--- src/sv/md5_pkg.sv ---
// ----------------------------------------------------------------------------
// md5_pkg
// shared types, constants and step tables for the md5 digest block
// ----------------------------------------------------------------------------
package md5_pkg;

  localparam logic [31:0] INIT_A = 32'h67452301;
  localparam logic [31:0] INIT_B = 32'hefcdab89;
  localparam logic [31:0] INIT_C = 32'h98badcfe;
  localparam logic [31:0] INIT_D = 32'h10325476;
  localparam logic [7:0]  PAD_BYTE = 8'h80;

  localparam logic KIND_BYTE   = 1'b0;
  localparam logic KIND_FINISH = 1'b1;

  // request passed from front to back
  typedef struct packed {
    logic       kind;
    logic [7:0] data;
  } md5_req_t;

  function automatic logic [31:0] sine_k(input logic [5:0] i);
    logic [31:0] k;
    case (i)
      6'd0: k = 32'hd76aa478;  6'd1: k = 32'he8c7b756;  6'd2: k = 32'h242070db;
      6'd3: k = 32'hc1bdceee;  6'd4: k = 32'hf57c0faf;  6'd5: k = 32'h4787c62a;
      6'd6: k = 32'ha8304613;  6'd7: k = 32'hfd469501;  6'd8: k = 32'h698098d8;
      6'd9: k = 32'h8b44f7af;  6'd10: k = 32'hffff5bb1; 6'd11: k = 32'h895cd7be;
      6'd12: k = 32'h6b901122; 6'd13: k = 32'hfd987193; 6'd14: k = 32'ha679438e;
      6'd15: k = 32'h49b40821; 6'd16: k = 32'hf61e2562; 6'd17: k = 32'hc040b340;
      6'd18: k = 32'h265e5a51; 6'd19: k = 32'he9b6c7aa; 6'd20: k = 32'hd62f105d;
      6'd21: k = 32'h02441453; 6'd22: k = 32'hd8a1e681; 6'd23: k = 32'he7d3fbc8;
      6'd24: k = 32'h21e1cde6; 6'd25: k = 32'hc33707d6; 6'd26: k = 32'hf4d50d87;
      6'd27: k = 32'h455a14ed; 6'd28: k = 32'ha9e3e905; 6'd29: k = 32'hfcefa3f8;
      6'd30: k = 32'h676f02d9; 6'd31: k = 32'h8d2a4c8a; 6'd32: k = 32'hfffa3942;
      6'd33: k = 32'h8771f681; 6'd34: k = 32'h6d9d6122; 6'd35: k = 32'hfde5380c;
      6'd36: k = 32'ha4beea44; 6'd37: k = 32'h4bdecfa9; 6'd38: k = 32'hf6bb4b60;
      6'd39: k = 32'hbebfbc70; 6'd40: k = 32'h289b7ec6; 6'd41: k = 32'heaa127fa;
      6'd42: k = 32'hd4ef3085; 6'd43: k = 32'h04881d05; 6'd44: k = 32'hd9d4d039;
      6'd45: k = 32'he6db99e5; 6'd46: k = 32'h1fa27cf8; 6'd47: k = 32'hc4ac5665;
      6'd48: k = 32'hf4292244; 6'd49: k = 32'h432aff97; 6'd50: k = 32'hab9423a7;
      6'd51: k = 32'hfc93a039; 6'd52: k = 32'h655b59c3; 6'd53: k = 32'h8f0ccc92;
      6'd54: k = 32'hffeff47d; 6'd55: k = 32'h85845dd1; 6'd56: k = 32'h6fa87e4f;
      6'd57: k = 32'hfe2ce6e0; 6'd58: k = 32'ha3014314; 6'd59: k = 32'h4e0811a1;
      6'd60: k = 32'hf7537e82; 6'd61: k = 32'hbd3af235; 6'd62: k = 32'h2ad7d2bb;
      default: k = 32'heb86d391;
    endcase
    return k;
  endfunction

  function automatic logic [4:0] shift_s(input logic [5:0] i);
    logic [4:0] s;
    case ({i[5:4], i[1:0]})
      4'h0: s = 5'd7;  4'h1: s = 5'd12; 4'h2: s = 5'd17; 4'h3: s = 5'd22;
      4'h4: s = 5'd5;  4'h5: s = 5'd9;  4'h6: s = 5'd14; 4'h7: s = 5'd20;
      4'h8: s = 5'd4;  4'h9: s = 5'd11; 4'ha: s = 5'd16; 4'hb: s = 5'd23;
      4'hc: s = 5'd6;  4'hd: s = 5'd10; 4'he: s = 5'd15; default: s = 5'd21;
    endcase
    return s;
  endfunction

  // message word index for step i
  function automatic logic [3:0] word_g(input logic [5:0] i);
    logic [3:0] g;
    case (i[5:4])
      2'd0: g = i[3:0];
      2'd1: g = 4'(({2'b0, i[3:0]} * 6'd5) + 6'd1);
      2'd2: g = 4'(({2'b0, i[3:0]} * 6'd3) + 6'd5);
      default: g = 4'({2'b0, i[3:0]} * 6'd7);
    endcase
    return g;
  endfunction

endpackage

--- src/sv/md5_front.sv ---
// ----------------------------------------------------------------------------
// md5_front
// input stage and short request queue in front of the digest engine
// ----------------------------------------------------------------------------
module md5_front
  import md5_pkg::*;
(
  input  logic     clk,
  input  logic     rst,
  input  logic     in_valid,
  output logic     in_ready,
  input  md5_req_t in_req,
  output logic     q_valid,
  input  logic     q_ready,
  output md5_req_t q_req
);

  md5_req_t   slots [4];
  logic [1:0] wr_ptr, rd_ptr;
  logic [2:0] fill;
  logic       push, pop;

  assign in_ready = (fill != 3'd4);
  assign q_valid  = (fill != 3'd0);
  assign push     = in_valid && in_ready;
  assign pop      = q_valid && q_ready;
  assign q_req    = slots[rd_ptr];

  always_ff @(posedge clk) begin
    if (rst) begin
      wr_ptr <= '0;
      rd_ptr <= '0;
      fill   <= '0;
    end else begin
      if (push) begin
        slots[wr_ptr] <= in_req;
        wr_ptr        <= wr_ptr + 2'd1;
      end
      if (pop) rd_ptr <= rd_ptr + 2'd1;
      fill <= fill + {2'b0, push} - {2'b0, pop};
    end
  end

endmodule

--- src/sv/md5_back.sv ---
// ----------------------------------------------------------------------------
// md5_back
// block buffer, padding sequencer and one-step-per-cycle md5 round engine
// ----------------------------------------------------------------------------
module md5_back
  import md5_pkg::*;
(
  input  logic         clk,
  input  logic         rst,
  input  logic         q_valid,
  output logic         q_ready,
  input  md5_req_t     q_req,
  output logic         out_valid,
  input  logic         out_ready,
  output logic [127:0] out_digest
);

  typedef enum logic [2:0] {S_IDLE, S_COMP, S_PAD, S_LEN, S_DONE} state_t;

  state_t      state;
  logic [31:0] buf_words [16];  // block buffer, four bytes per word, little-endian
  logic [31:0] byte_count;
  logic [5:0]  pos;
  logic [5:0]  step;
  logic [31:0] ha, hb, hc, hd;
  logic [31:0] a, b, c, d;
  logic        finishing;   // padding in progress
  logic        last_block;  // current compression closes the message
  logic        busy_len;    // length field reached, held until done
  logic [31:0] m_word;
  logic [31:0] f, sum, rot;
  logic [3:0]  g;
  logic [63:0] bit_len;

  assign q_ready = (state == S_IDLE) && !out_valid;
  assign bit_len = {29'b0, byte_count, 3'b0};

  assign g      = word_g(step);
  assign m_word = buf_words[g];

  always_comb begin
    case (step[5:4])
      2'd0: f = (b & c) | (~b & d);
      2'd1: f = (d & b) | (~d & c);
      2'd2: f = b ^ c ^ d;
      default: f = c ^ (b | ~d);
    endcase
    sum = a + f + sine_k(step) + m_word;
    rot = (sum << shift_s(step)) | (sum >> (6'd32 - {1'b0, shift_s(step)}));
  end

  always_ff @(posedge clk) begin
    if (rst) begin
      state      <= S_IDLE;
      byte_count <= '0;
      pos        <= '0;
      step       <= '0;
      ha <= INIT_A; hb <= INIT_B; hc <= INIT_C; hd <= INIT_D;
      out_valid  <= 1'b0;
      finishing  <= 1'b0;
      last_block <= 1'b0;
      busy_len   <= 1'b0;
    end else begin
      if (out_valid && out_ready) out_valid <= 1'b0;
      case (state)
        S_IDLE: begin
          if (q_valid && q_ready) begin
            if (q_req.kind == KIND_BYTE) begin
              buf_words[pos[5:2]][{pos[1:0], 3'b0} +: 8] <= q_req.data;
              byte_count   <= byte_count + 32'd1;
              pos          <= pos + 6'd1;
              if (pos == 6'd63) begin
                a <= ha; b <= hb; c <= hc; d <= hd;
                step  <= '0;
                state <= S_COMP;
              end
            end else begin
              buf_words[pos[5:2]][{pos[1:0], 3'b0} +: 8] <= PAD_BYTE;
              pos          <= pos + 6'd1;
              finishing    <= 1'b1;
              // pad byte closes the block: compress it before the zero fill
              if (pos == 6'd63) begin
                a <= ha; b <= hb; c <= hc; d <= hd;
                step  <= '0;
                state <= S_COMP;
              end else begin
                state <= S_PAD;
              end
            end
          end
        end
        S_PAD: begin
          // zero fill up to the length field, or to the block end if past it
          if (pos == 6'd56 && !busy_len) begin
            busy_len <= 1'b1;
            state    <= S_LEN;
          end else begin
            buf_words[pos[5:2]][{pos[1:0], 3'b0} +: 8] <= 8'h00;
            pos          <= pos + 6'd1;
            if (pos == 6'd63) begin
              a <= ha; b <= hb; c <= hc; d <= hd;
              step  <= '0;
              state <= S_COMP;
            end
          end
        end
        S_LEN: begin
          buf_words[pos[5:2]][{pos[1:0], 3'b0} +: 8] <= bit_len[{pos[2:0], 3'b0} +: 8];
          pos          <= pos + 6'd1;
          if (pos == 6'd63) begin
            a <= ha; b <= hb; c <= hc; d <= hd;
            step       <= '0;
            last_block <= 1'b1;
            state      <= S_COMP;
          end
        end
        S_COMP: begin
          a <= d; d <= c; c <= b;
          b <= b + rot;
          step <= step + 6'd1;
          if (step == 6'd63) begin
            ha <= ha + d;
            hb <= hb + b + rot;
            hc <= hc + b;
            hd <= hd + c;
            if (last_block) state <= S_DONE;
            else if (finishing) state <= S_PAD;
            else state <= S_IDLE;
          end
        end
        S_DONE: begin
          out_digest <= {hd, hc, hb, ha};
          out_valid  <= 1'b1;
          ha <= INIT_A; hb <= INIT_B; hc <= INIT_C; hd <= INIT_D;
          byte_count <= '0;
          pos        <= '0;
          finishing  <= 1'b0;
          last_block <= 1'b0;
          busy_len   <= 1'b0;
          state      <= S_IDLE;
        end
        default: state <= S_IDLE;
      endcase
    end
  end

endmodule

--- src/sv/md5_message_digest.sv ---
// ----------------------------------------------------------------------------
// md5_message_digest
// streaming md5 digest: bytes in, 128-bit digest out on finish
// ----------------------------------------------------------------------------
// Message bytes enter one request per cycle into a four-deep queue while it
// has room; the back end stores each byte into the 64-byte block buffer.
// Every 64th byte starts the round engine, which does one md5 step per
// cycle. A finish request writes 0x80, zero fill and the 64-bit bit length
// byte by byte and compresses one or two blocks, then presents the digest
// words a..d in m_tdata and returns to initial state.
// The queue keeps accepting bytes while the engine runs until it fills.
module md5_message_digest
  import md5_pkg::*;
(
  input  logic         clk,
  input  logic         rst,
  input  logic         s_tvalid,
  output logic         s_tready,
  input  logic [7:0]   s_tdata,   // data_byte
  input  logic         s_tuser,   // kind: 0 byte, 1 finish
  output logic         m_tvalid,
  input  logic         m_tready,
  output logic [127:0] m_tdata    // digest_word_a, b, c, d from the lowest bit up
);

  md5_req_t in_req, q_req;
  logic     q_valid, q_ready;

  assign in_req = '{kind: s_tuser, data: s_tdata};

  // front end: accept and buffer requests
  md5_front u_front (
    .clk, .rst,
    .in_valid (s_tvalid), .in_ready (s_tready), .in_req (in_req),
    .q_valid, .q_ready, .q_req
  );

  // back end: buffer, pad and compress
  md5_back u_back (
    .clk, .rst,
    .q_valid, .q_ready, .q_req,
    .out_valid (m_tvalid), .out_ready (m_tready), .out_digest (m_tdata)
  );

endmodule

--- config.mk ---
export PLATFORM = sky130hd
export DESIGN_NAME = md5_message_digest
export DESIGN_NICKNAME = d
export VERILOG_FILES = /design/src/sv/md5_pkg.sv /design/src/sv/md5_front.sv /design/src/sv/md5_back.sv /design/src/sv/md5_message_digest.sv
export SDC_FILE = /design/constraint.sdc
export NUM_CORES = 2
export LEC_CHECK = 0
export BUFFER_PORTS_ARGS = -buffer_cell sky130_fd_sc_hd__buf_2
export CAP_MARGIN = 20
export CORE_MARGIN = 4
export CORE_UTILIZATION = 40
export CTS_CLUSTER_SIZE = 24
export DETAILED_ROUTE_END_ITERATION = 12
export SLEW_MARGIN = 5
export SYNTH_ARGS = -nofsm -noshare
export SYNTH_HDL_FRONTEND = slang
export SYNTH_SLANG_ARGS = --single-unit
--- constraint.sdc ---
create_clock -name clk -period 15.2 [get_ports clk]
set_input_delay 1.52 -clock clk [delete_from_list [all_inputs] [get_ports clk]]
set_output_delay 1.52 -clock clk [all_outputs]
set_load 0.1 [all_outputs]
==> metrics.txt <==
Worst slew margin 0.262; wire length per cell around 25 um; Pleak ~26 nW; met3 WL ~16,000 um; Hold WC Path Type reg2reg; drt first pass iters 8; Crit path largest cell delay approximately 0.80 ns; hold path endpoint u_back.out_digest[46]$_DFFE_PP_; mux share of post-synthesis cell area 0.0714; number of flip-flops in the largest register a little over 500; Longest Clk Path Bufs 3; wirelength, routed between 150,000 and 200,000 um; ys flop type edfxtp_1; Num CTS Buffers approximately 110; Async S/R FF share, synth 0; DP Wirelength around 140,000 um; post-synthesis xor/xnor area fraction 0.0349; area share of fa/ha/maj cells after synthesis 0.0814; post-place setup slack between 1.5 and 2 ns; number of synthesized flops with an enable pin around 800; area leader, netlist edfxtp_1; setup_tns 0 ns; Core Footprint roughly 150,000 sq um; Bufs and invs on worst path 4; Vias/cell between 5 and 6; maximum vdd ir drop between 0.1 and 0.15 mV; met2 wire length 85,200 um; fin nets 6,074; synth top area cells edfxtp_1 (41%), dfxtp_1 (7.6%), mux4_2 (5.8%); setup violators final 0; Detailed Route Iter0 Violations 5,607; syn_area_per_cell around 10 sq um; Area Growth Syn to Fin 11.7%; Reg2Reg Depth 45; Worst path top cell family by delay compound AO/OA/AOI/OAI gates; post-cts sizing count 0; Total Routing Usage GR 0.249; Final WS setup ~1.4 ns; vias in the first global route about 43k; IO Port Bufs 142; P per Cell Area ~140 nW/um^2; Post-CTS Setup Repair Bufs 0; CTS root buf clkbuf_16; source of the worst hold timing path u_back.hb[14]$_SDFFE_PP0P_; full die area around 150,000 sq um; startpoint types register; Clock Sinks 1,029; count leader, synth edfxtp_1; Max Clock Skew 0.0665 ns; r2r setup slk between 1 and 1.5 ns; Synth cell types 97; Ys Warns 0; max-cap viol count 0; Worst-Skew Late Latency 0.77 ns; Critical Path Slowest Stage Cell o311ai_0; end of the worst register-to-register path u_back.hb[31]$_SDFFE_PP1P_; top layer in use met5; largest fanout on the critical path 37; Final Critical Period between 10 and 15 ns; Die X between 300 and 400 um; Peak Freq a little over 70 MHz; max-slew violations 0; status completed; first-pass GRT wire length ~290,000 um; type of destination of the critical path register; antenna-violating nets left 0; antenna violations before repair 13; Hold Vio Cnt, Final 0; htree depth 3; syn_nets roughly 6k; CTS tree yes; Critical Setup Path Class reg2reg; synthesized area 59,300 sq um; Synth top area share 0.407; compound-gate portion of the synthesized area 0.165; Simple-Gate Fraction of Synth Area 0.121; largest net degree at the start of global routing approximately 160; layout cells sized above 1 0.118; Hold Crit Depth 0; routability congestion estimate roughly 0.97; sequential-to-total area share from yosys stat 0.483; R2R Path Start u_back.step[0]$_SDFFE_PP0P_; Clock transition at path regs ~0.080 ns; Required @ worst endpoint about 16 ns; RSZ-0062 raised after global routing no; wire length on met1 88,000 um; # DRC 0; register bit total from synthesis 1,029; CP Data Arrival Time between 10 and 15 ns; Slew @ Worst Pin roughly 1.1 ns; std cell rows 141; Ports between 100 and 150; Synth Instances 5,669; final worst path period share 0.906; Starting Density 0.402; top post-synthesis cells by count edfxtp_1 (804), nand2_1 (713), nor2_1 (474), o21ai_0 (431), inv_1 (371); total congestion overflow 0; die height between 300 and 400 um; Vias between 40k and 50k; largest family of logic cells by synthesized area compound AO/OA/AOI/OAI gates; count of hold buffers inserted by post-cts repair 0
[area by class of cell]
class                      instances  area (sq um)
clock inverter                    67           918
timing repair buffer             262          1650
sequential                      1029         28700
inverter                         373          1400
tap                             1930          2410
clock buffer                     140          2960
fill                           13600         81400
antenna                            5          12.5
multi-input combinational       3961         28300
[placed cells by master, fill, tap and decap left out, types with 25 or more instances in the layout]
cell type / count
xor2_1: 127
and3_1: 32
edfxtp_1: 804
nand2_1: 711
mux4_2: 153
nor2_1: 466
ha_1: 222
a21oi_1: 352
a211oi_1: 82
xnor2_1: 97
nand2b_1: 47
o211ai_1: 77
inv_1: 369
buf_2: 144
o22a_1: 37
nor3_1: 75
o31ai_1: 25
fa_1: 101
clkbuf_16: 111
o22ai_1: 30
a311oi_1: 34
dfxtp_1: 222
a21o_1: 93
or3_1: 30
nand3_1: 101
a31oi_1: 101
buf_4: 114
mux2i_1: 55
o21ai_0: 416
and2_1: 52
nor2b_1: 33
o21a_1: 34
[routing by layer]
layer | GRT usage | vias up
li1 | - | 20900
met1 | 0.367 | 22900
met2 | 0.369 | 2040
met3 | 0.0435 | 302
met4 | 0.0879 | 6
met5 | 0 | -
[logic make-up (layout without fill, tap and decap cells)]
group / after synthesis / after routing
adder cells (fa/ha/maj): 326 / 326
multiplexers: 229 / 229
flip-flops: 1029 / 1029
buffers and inverters: 679 / 842
other: 0 / 5
AO/OA/AOI/OAI: 1529 / 1529
XOR/XNOR: 231 / 231
AND/OR/NAND/NOR: 1646 / 1646
[report_power, final]
group          total, W  switching, W  internal [W]
registers       0.00321     0.0000412       0.00317
logic           0.00339       0.00207       0.00131
clock network   0.00285       0.00119       0.00166
[worst max-delay path by stage]
stage | slack, ns | cells past startpoint | start | endpoint
floorplan | 4.01 | 42 | u_back.step[5]$_SDFFE_PP0P_ | u_back.hb[31]$_SDFFE_PP1P_
global placement | 1.99 | 45 | u_back.step[0]$_SDFFE_PP0P_ | u_back.hb[31]$_SDFFE_PP1P_
detailed placement | 1.76 | 45 | u_back.step[0]$_SDFFE_PP0P_ | u_back.hb[31]$_SDFFE_PP1P_
CTS | 1.63 | 45 | u_back.step[0]$_SDFFE_PP0P_ | u_back.hb[31]$_SDFFE_PP1P_
global route | 0.34 | 45 | u_back.step[0]$_SDFFE_PP0P_ | u_back.hb[31]$_SDFFE_PP1P_
finish | 1.42 | 45 | u_back.step[0]$_SDFFE_PP0P_ | u_back.hb[31]$_SDFFE_PP1P_
[stage by stage]
| stage | hold WS [ns] | std cells | area, sq um | power, W | util |
|---|---|---|---|---|---|
| after floorplan | 0.408 | 5669 | 59300 | 0.00568 | - |
| after global placement | 0.415 | 7548 | 62300 | 0.00653 | 0.422 |
| after detailed placement | 0.430 | 7552 | 62400 | 0.00656 | 0.422 |
| after CTS | 0.444 | 7759 | 66200 | 0.00942 | 0.449 |
| after global routing | 0.472 | 7762 | 66300 | 0.00995 | 0.449 |
| final | 0.441 | 7767 | 66300 | 0.00945 | 0.449 |
Power figures use the tool's default switching activity.
